### src/assert_macros.svh
// Assertion macros used by the key event FIFO RTL.
`ifndef ASSERT_MACROS_SVH
`define ASSERT_MACROS_SVH

// Condition holds at every clock edge out of reset.
`define ASSERT_ALWAYS(lbl, clk, rst_n, cond) \
    lbl: assert property (@(posedge clk) disable iff (!(rst_n)) (cond)) \
        else $error("assertion failed");

// Antecedent implies consequent in the same cycle.
`define ASSERT_IMPLY(lbl, clk, rst_n, ante, cons) \
    lbl: assert property (@(posedge clk) disable iff (!(rst_n)) (ante) |-> (cons)) \
        else $error("assertion failed");

// Antecedent implies consequent in the next cycle.
`define ASSERT_NEXT(lbl, clk, rst_n, ante, cons) \
    lbl: assert property (@(posedge clk) disable iff (!(rst_n)) (ante) |=> (cons)) \
        else $error("assertion failed");

`endif

### src/kef_pkg.sv
// Types and constants for the key event FIFO peripheral.
package kef_pkg;

    localparam int DATA_W = 64;
    localparam int VER_W  = 32;

    localparam logic [3:0] BUS_WIDTH_BYTES = 4'd8;
    localparam logic [1:0] BUS_BAR_OK      = 2'd0;

    // control register bits
    localparam int CTL_ENABLE = 0;
    localparam int CTL_IRQ_EN = 1;

    // irq status bits
    localparam int IRQ_EVENT    = 0;
    localparam int IRQ_OVERFLOW = 1;

    typedef enum logic [1:0] {
        OP_PUSH  = 2'd0,
        OP_READ  = 2'd1,
        OP_WRITE = 2'd2
    } t_opcode;

    typedef enum logic [2:0] {
        REG_CONTROL  = 3'd0,
        REG_STATUS   = 3'd1,
        REG_COUNT    = 3'd2,
        REG_EVENT    = 3'd3,
        REG_CAPACITY = 3'd4,
        REG_IRQ      = 3'd5,
        REG_DROPPED  = 3'd6,
        REG_VERSION  = 3'd7
    } t_reg_sel;

    typedef struct packed {
        logic push;
        logic pop;
    } t_chain_ctl;

endpackage

### src/kef_cell.sv
// One storage cell of the event chain: loads a new event or takes its upper neighbor's.
module kef_cell (
    input  logic                       i_clk,
    input  logic                       i_load,
    input  logic                       i_shift,
    input  logic [kef_pkg::DATA_W-1:0] i_wdata,
    input  logic [kef_pkg::DATA_W-1:0] i_upper,
    output logic [kef_pkg::DATA_W-1:0] o_data
);
    import kef_pkg::*;

    logic [DATA_W-1:0] r_data;

    always_ff @(posedge i_clk) begin
        if (i_shift) begin
            r_data <= i_upper;
        end else if (i_load) begin
            r_data <= i_wdata;
        end
    end

    assign o_data = r_data;

endmodule

### src/kef_chain.sv
// Row of event cells; head is cell 0, pops shift every cell down by one.
module kef_chain #(
    parameter int DEPTH = 16,
    parameter int CNT_W = $clog2(DEPTH + 1)
) (
    input  logic                       i_clk,
    input  kef_pkg::t_chain_ctl        i_ctl,
    input  logic [CNT_W-1:0]           i_count,
    input  logic [kef_pkg::DATA_W-1:0] i_wdata,
    output logic [kef_pkg::DATA_W-1:0] o_head
);
    import kef_pkg::*;

    logic [DATA_W-1:0] w_data [DEPTH];

    for (genvar i = 0; i < DEPTH; i++) begin : g_cell
        logic [DATA_W-1:0] w_upper;
        logic              w_load;

        if (i == DEPTH - 1) begin : g_top
            assign w_upper = '0;
        end else begin : g_mid
            assign w_upper = w_data[i+1];
        end

        // new event lands in the first free cell
        assign w_load = i_ctl.push && (i_count == CNT_W'(i));

        kef_cell u_cell (
            .i_clk   (i_clk),
            .i_load  (w_load),
            .i_shift (i_ctl.pop),
            .i_wdata (i_wdata),
            .i_upper (w_upper),
            .o_data  (w_data[i])
        );
    end

    assign o_head = w_data[0];

endmodule

### src/key_event_fifo_mmio.sv
// Top level of the key event FIFO peripheral: register file, FIFO control, result register.
//
//  channel   signals                                   transfer at
//  --------  ----------------------------------------  ---------------------------
//  command   i_start, o_busy, i_opcode .. i_data_word  i_start && !o_busy
//  result    o_valid, o_read_data, o_access_ok, o_irq_pulse  o_valid (one cycle)
//  config    i_cfg_valid, o_cfg_ready, i_cfg_data      i_cfg_valid && o_cfg_ready
//
// Each command is handled combinationally; its registered result shows on the cycle after the transfer.
// o_busy stays low, so a command may be issued every cycle.
// Pops shift the cell row by one in that same cycle; pushes load the first free cell.
// Reset is synchronous; FIFO contents are not cleared, but fill count, control, flags, drop count and valid are.
// The result side cannot stall: o_valid lasts exactly one cycle.
`include "assert_macros.svh"

module key_event_fifo_mmio #(
    parameter int QUEUE_DEPTH = 16
) (
    input  logic                       i_clk,
    input  logic                       i_rst_n,
    input  logic                       i_start,
    output logic                       o_busy,
    input  logic [1:0]                 i_opcode,
    input  logic [2:0]                 i_reg_select,
    input  logic [1:0]                 i_bus_bar,
    input  logic [3:0]                 i_access_width,
    input  logic [kef_pkg::DATA_W-1:0] i_data_word,
    output logic                       o_valid,
    output logic [kef_pkg::DATA_W-1:0] o_read_data,
    output logic                       o_access_ok,
    output logic                       o_irq_pulse,
    input  logic                       i_cfg_valid,
    output logic                       o_cfg_ready,
    input  logic [kef_pkg::VER_W-1:0]  i_cfg_data
);
    import kef_pkg::*;

    localparam int CNT_W = $clog2(QUEUE_DEPTH + 1);

    logic [CNT_W-1:0]  r_fill_count, n_fill_count;
    logic [1:0]        r_ctl, n_ctl;
    logic              r_ovf, n_ovf;
    logic [1:0]        r_irq, n_irq;
    logic [DATA_W-1:0] r_drop, n_drop;
    logic [VER_W-1:0]  r_version;

    logic              r_valid;
    logic [DATA_W-1:0] r_rdata, n_rdata;
    logic              r_ok, n_ok;
    logic              r_raise, n_raise;

    t_chain_ctl        w_ctl;
    logic [DATA_W-1:0] w_head;
    logic              w_bus_good;
    logic              w_full;
    logic              w_empty;
    t_opcode           w_op;
    t_reg_sel          w_reg;

    assign o_busy      = 1'b0;
    assign o_cfg_ready = 1'b1;

    assign w_op       = t_opcode'(i_opcode);
    assign w_reg      = t_reg_sel'(i_reg_select);
    assign w_bus_good = (i_bus_bar == BUS_BAR_OK) && (i_access_width == BUS_WIDTH_BYTES);
    assign w_full     = (r_fill_count == CNT_W'(QUEUE_DEPTH));
    assign w_empty    = (r_fill_count == '0);

    kef_chain #(
        .DEPTH (QUEUE_DEPTH),
        .CNT_W (CNT_W)
    ) u_chain (
        .i_clk   (i_clk),
        .i_ctl   (w_ctl),
        .i_count (r_fill_count),
        .i_wdata (i_data_word),
        .o_head  (w_head)
    );

    always_comb begin
        n_fill_count = r_fill_count;
        n_ctl        = r_ctl;
        n_ovf        = r_ovf;
        n_irq        = r_irq;
        n_drop       = r_drop;
        n_rdata      = '0;
        n_ok         = 1'b0;
        n_raise      = 1'b0;
        w_ctl        = '0;

        if (i_start) begin
            unique case (w_op)
                OP_PUSH: begin
                    if (r_ctl[CTL_ENABLE]) begin
                        if (w_full) begin
                            n_drop                = r_drop + DATA_W'(1);
                            n_ovf                 = 1'b1;
                            n_irq[IRQ_OVERFLOW]   = 1'b1;
                        end else begin
                            w_ctl.push            = 1'b1;
                            n_fill_count          = r_fill_count + CNT_W'(1);
                            n_irq[IRQ_EVENT]      = 1'b1;
                        end
                        n_raise = r_ctl[CTL_IRQ_EN];
                    end
                end
                OP_READ: begin
                    if (w_bus_good) begin
                        n_ok = 1'b1;
                        unique case (w_reg)
                            REG_CONTROL:  n_rdata = DATA_W'(r_ctl);
                            REG_STATUS:   n_rdata = DATA_W'({!w_empty, r_ovf});
                            REG_COUNT:    n_rdata = DATA_W'(r_fill_count);
                            REG_EVENT: begin
                                if (!w_empty) begin
                                    n_rdata      = w_head;
                                    w_ctl.pop    = 1'b1;
                                    n_fill_count = r_fill_count - CNT_W'(1);
                                    if (r_fill_count == CNT_W'(1)) begin
                                        n_irq[IRQ_EVENT] = 1'b0;
                                    end
                                end
                            end
                            REG_CAPACITY: n_rdata = DATA_W'(QUEUE_DEPTH);
                            REG_IRQ:      n_rdata = DATA_W'(r_irq);
                            REG_DROPPED:  n_rdata = r_drop;
                            REG_VERSION:  n_rdata = DATA_W'(r_version);
                            default:      n_rdata = '0;
                        endcase
                    end
                end
                OP_WRITE: begin
                    if (w_bus_good) begin
                        unique case (w_reg)
                            REG_CONTROL: begin
                                n_ok  = 1'b1;
                                n_ctl = i_data_word[1:0];
                                if (!i_data_word[CTL_ENABLE]) begin
                                    // disable flushes the queue and all flags
                                    n_fill_count = '0;
                                    n_ovf        = 1'b0;
                                    n_irq        = '0;
                                end else begin
                                    n_raise = i_data_word[CTL_IRQ_EN] && (r_irq != '0);
                                end
                            end
                            REG_STATUS: begin
                                n_ok = 1'b1;
                                if (i_data_word[0]) begin
                                    n_ovf = 1'b0;
                                end
                            end
                            REG_IRQ: begin
                                n_ok  = 1'b1;
                                n_irq = r_irq & ~i_data_word[1:0];
                            end
                            REG_DROPPED: begin
                                n_ok = 1'b1;
                                if (i_data_word != '0) begin
                                    n_drop = '0;
                                end
                            end
                            default: n_ok = 1'b0;
                        endcase
                    end
                end
                default: ;
            endcase
        end
    end

    always_ff @(posedge i_clk) begin
        if (!i_rst_n) begin
            r_fill_count <= '0;
            r_ctl        <= '0;
            r_ovf        <= 1'b0;
            r_irq        <= '0;
            r_drop       <= '0;
            r_version    <= VER_W'(1);
            r_valid      <= 1'b0;
        end else begin
            r_fill_count <= n_fill_count;
            r_ctl        <= n_ctl;
            r_ovf        <= n_ovf;
            r_irq        <= n_irq;
            r_drop       <= n_drop;
            r_valid      <= i_start;
            if (i_cfg_valid) begin
                r_version <= i_cfg_data;
            end
        end
    end

    always_ff @(posedge i_clk) begin
        r_rdata <= n_rdata;
        r_ok    <= n_ok;
        r_raise <= n_raise;
    end

    assign o_valid     = r_valid;
    assign o_read_data = r_rdata;
    assign o_access_ok = r_ok && r_valid;
    assign o_irq_pulse = r_raise && r_valid;

    `ASSERT_ALWAYS(a_count_bound, i_clk, i_rst_n, r_fill_count <= CNT_W'(QUEUE_DEPTH))
    `ASSERT_NEXT(a_result_follows, i_clk, i_rst_n, i_start && !o_busy, o_valid)
    `ASSERT_IMPLY(a_irq_needs_enable, i_clk, i_rst_n, o_irq_pulse, r_ctl[CTL_IRQ_EN])
    `ASSERT_NEXT(a_empty_pop_holds, i_clk, i_rst_n,
        i_start && w_op == OP_READ && w_reg == REG_EVENT && w_empty, r_fill_count == '0)
    `ASSERT_IMPLY(a_no_push_pop, i_clk, i_rst_n, w_ctl.push, !w_ctl.pop && !w_full)

endmodule
### config.mk
export PLATFORM = sky130hd
export DESIGN_NAME = key_event_fifo_mmio
export DESIGN_NICKNAME = d
export VERILOG_FILES = /design/src/kef_pkg.sv /design/src/kef_cell.sv /design/src/kef_chain.sv /design/src/key_event_fifo_mmio.sv
export VERILOG_INCLUDE_DIRS = /design/src /design/src/src
export SDC_FILE = /design/constraint.sdc
export NUM_CORES = 2
export LEC_CHECK = 0
export ABC_AREA = 1
export BUFFER_PORTS_ARGS = -buffer_cell sky130_fd_sc_hd__buf_2
export CAP_MARGIN = 20
export CORE_MARGIN = 5
export CORE_UTILIZATION = 50
export DETAILED_ROUTE_END_ITERATION = 8
export PLACE_DENSITY = 0.79
export SKIP_LAST_GASP = 1
export SLEW_MARGIN = 20
export SYNTH_ARGS = -nofsm -noshare
export SYNTH_HDL_FRONTEND = slang
export SYNTH_SLANG_ARGS = --single-unit
### constraint.sdc
create_clock -name i_clk -period 15.7 [get_ports i_clk]
set_clock_uncertainty 0.1 [all_clocks]
set_input_delay 3.14 -clock i_clk [delete_from_list [all_inputs] [get_ports i_clk]]
set_output_delay 3.14 -clock i_clk [all_outputs]
set_load 0.05 [all_outputs]
==> load_flow_metrics.sql <==
INSERT INTO impl_metrics (metric_group, metric, value, unit) VALUES
('floorplanning', 'floorplan.initialDensity', '50.53', '%'),
('synth', 'yosys-top-cells-count', 'nand2_1 (2362), edfxtp_1 (960), nor2_1 (284)', ''),
('floorplanning', 'core-area', '0.09856', 'mm2'),
('worst_setup_path', 'cp.required', '16160', 'ps'),
('worst_hold_path', 'hold_path_depth', '2', ''),
('timing', 'setup-tns-final', '0', 'ps'),
('clocking', 'clkSinkCount', '1197', ''),
('worst_setup_path', 'crit_path_start_kind', 'input port', ''),
('worst_setup_path', 'critical_path.max_stage_delay', '920', 'ps'),
('clocking', 'clock_latency', '700', 'ps'),
('synth', 'synth_top_cells_by_area', 'edfxtp_1 (58%), nand2_1 (18%), dfxtp_1 (9.5%)', ''),
('worst_setup_path', 'data_arrival_time_of_the_critical_path', '7140', 'ps'),
('layout', 'nNetsFinal', '5160', ''),
('worst_setup_path', 'worst-path-max-fanout', '263', ''),
('timing', 'slew_viol_final', '0', ''),
('synth', 'ys_seq_elements', '1197', ''),
('power_and_ir_drop', 'power_per_cell_area', '116.6', 'mW/mm2'),
('worst_setup_path', 'crit_path_end_kind', 'flip-flop', ''),
('placement', 'placement.io_buffers', '177', ''),
('worst_setup_path', 'worst-setup-path-type', 'input port to flip-flop', ''),
('floorplanning', 'die_area', '0.1060', 'mm2'),
('status', 'status', 'finished clean', ''),
('synth', 'postSynthNetCount', '5100', ''),
('synth', 'syn_inst', '4979', ''),
('worst_hold_path', 'hold_path_class', 'flip-flop to flip-flop', ''),
('timing', 'worst_pin_slew', '1177', 'ps'),
('timing', 'final_min_period_over_clock_period', '42.52', '%'),
('power_and_ir_drop', 'static-leakage-power', '21.03', 'nW'),
('floorplanning', 'die_height', '325.6', 'um'),
('clocking', 'post_cts.resized_instances', '0', ''),
('clocking', 'cts-buffers-inserted', '117', ''),
('detailed_routing', 'routed_wl', '109200', 'um'),
('worst_setup_path', 'reg2reg_depth', '12', ''),
('worst_setup_path', 'path_buf_inv', '5', ''),
('global_routing', 'grt.overflow.total', '0', ''),
('floorplanning', 'chipWidth', '325.6', 'um'),
('clocking', 'worst_setup_hold_path_clk_slew', '60', 'ps'),
('detailed_routing', 'detailroute.via_count', '33230', ''),
('synth', 'synth_edf_count', '960', ''),
('timing', 'fmax', '149.8', 'MHz'),
('synth', 'synth_cell_type_count', '45', ''),
('global_routing', 'grt_start_max_net_pins', '264', ''),
('detailed_routing', 'detail_route.drc_violations', '0', ''),
('detailed_routing', 'antenna_violating_nets_post_route', '0', ''),
('synth', 'synth_top_area_share', '57.88', '%'),
('synth', 'synth-async-reset-ratio', '0', '%'),
('detailed_routing', 'wl_per_cell', '16.99', 'um'),
('timing', 'final-setup-viol-count', '0', ''),
('timing', 'timing.final.crit_period', '6675', 'ps'),
('floorplanning', 'pin_count', '180', ''),
('synth', 'synth_ff_type', 'edfxtp_1', ''),
('placement', 'place.detailed.hpwl', '71660', 'um'),
('timing', 'timing.final.hold_violations', '0', ''),
('placement', 'finalWeightedCongestion', '0.9425', ''),
('job', 'cap_violations', '0', ''),
('synth', 'synth-seq-area-share', '67.41', '%'),
('global_routing', 'grt_first_pass_wirelength', '172500', 'um'),
('clocking', 'cts_hold_repair.buffers', '0', ''),
('global_routing', 'vias_in_the_first_global_route', '31110', ''),
('detailed_routing', 'detail_route.first_pass.iterations', '7', ''),
('worst_setup_path', 'timing.reg2reg.setup_slack', '10620', 'ps'),
('power_and_ir_drop', 'maximum_vdd_drop', '0.09135', 'mV'),
('clocking', 'cts_buffer_depth', '3', ''),
('synth', 'synthesis.yosys.warnings', '0', ''),
('global_routing', 'grt_antenna_before_repair', '3', ''),
('layout', 'area_growth', '10.02', '%'),
('clocking', 'cts_htree_levels', '3', ''),
('timing', 'timing.slew.headroom', '21.52', '%'),
('clocking', 'tritoncts_clock_tree', 'built', ''),
('synth', 'synth_area_leader_cell', 'edfxtp_1', ''),
('floorplanning', 'fp-row-count', '115', '');
[worst max-delay path by stage]
stage	from	endpoint	slack (ps)
global route	i_access_width[1]	u_chain.g_cell[1].u_cell.o_data[10]	8780
CTS	i_access_width[1]	u_chain.g_cell[5].u_cell.o_data[19]	9160
detailed placement	i_access_width[1]	u_chain.g_cell[12].u_cell.o_data[22]	8390
floorplan	i_opcode[0]	u_chain.g_cell[1].u_cell.o_data[0]	6420
global placement	i_access_width[3]	u_chain.g_cell[0].u_cell.o_data[16]	8420
finish	i_access_width[1]	u_chain.g_cell[12].u_cell.o_data[19]	9020
[metrics by stage]
stage | instances | setup slack [ps] | util, % | hold slack [ps] | instance area [um2]
2_1_floorplan | 4979 | 6419 | - | 323.9 | 49810
6_report | 6426 | 9025 | 55.59 | 349.5 | 54790
3_3_place_gp | 6206 | 8419 | 51.74 | 334.3 | 50990
3_5_place_dp | 6206 | 8391 | 51.74 | 340.3 | 50990
4_1_cts | 6424 | 9158 | 55.57 | 349.3 | 54770
5_1_grt | 6426 | 8782 | 55.59 | 365.4 | 54790
[tightest hold or removal path, stage by stage, from the launching register on]
cell     delay (ps)
dfxtp_1         300
inv_1            50
a21oi_1          50
[state kept, by name, summed over array words and instances (netlist names)]
| signal | cells |
|---|---|
| o_read_data | 64 |
| o_valid | 1 |
| r_ctl | 2 |
| r_drop | 64 |
| r_fill_count | 5 |
| r_irq | 2 |
| r_ok | 1 |
| r_ovf | 1 |
| r_raise | 1 |
| r_version | 32 |
| u_chain.g_cell.u_cell.o_data | 1024 |
[power by group]
part,internal (W),total [W],switching (W)
sequential,0.00343,0.00344,0.0000112
combinational,0.0000570,0.000207,0.000150
clock,0.00155,0.00274,0.00119
[cells by family after synthesis]
family,Yosys count,share of synthesized area [%]
AND/OR/NAND/NOR,2904,22.97
adder cells (fa/ha/maj),10,0.2512
XOR/XNOR,3,0.05277
other,2,0.01508
buffers and inverters,468,4.876
flip-flops,1197,67.41
AO/OA/AOI/OAI,395,4.429
[layout make-up]
type | instances | area [um2] | area share [%]
sequential | 1197 | 33570 | 61.27
clock buffer | 156 | 3177 | 5.798
tap | 1287 | 1610 | 2.939
inverter | 203 | 769.5 | 1.404
timing repair buffer | 206 | 1127 | 2.057
antenna | 1 | 2.502 | 0.004567
multi-input combinational | 3314 | 13930 | 25.43
clock inverter | 62 | 600.6 | 1.096
[placed cells by master, fill, tap and decap left out, drive strengths merged, types with 4 or more instances in the layout]
cell,instances
a31oi,14
a21oi,164
clkinv,47
buf,206
o21ai,190
and2,10
nor3,23
inv,204
nor2,331
nand4,11
dfxtp,237
clkinvlp,6
o22ai,4
a22oi,13
bufinv,8
clkbuf,156
edfxtp,960
ha,10
a221oi,4
nand3,94
nand2,2432
[layer usage]
metal / routed length [um] / GRT usage, %
met2: 50250 / 32.09
met3: 6946 / 3.296
met5: 13 / 0
met4: 3578 / 6.486
met1: 48380 / 28.79
Note: power is estimated with default switching activity, not from simulation.
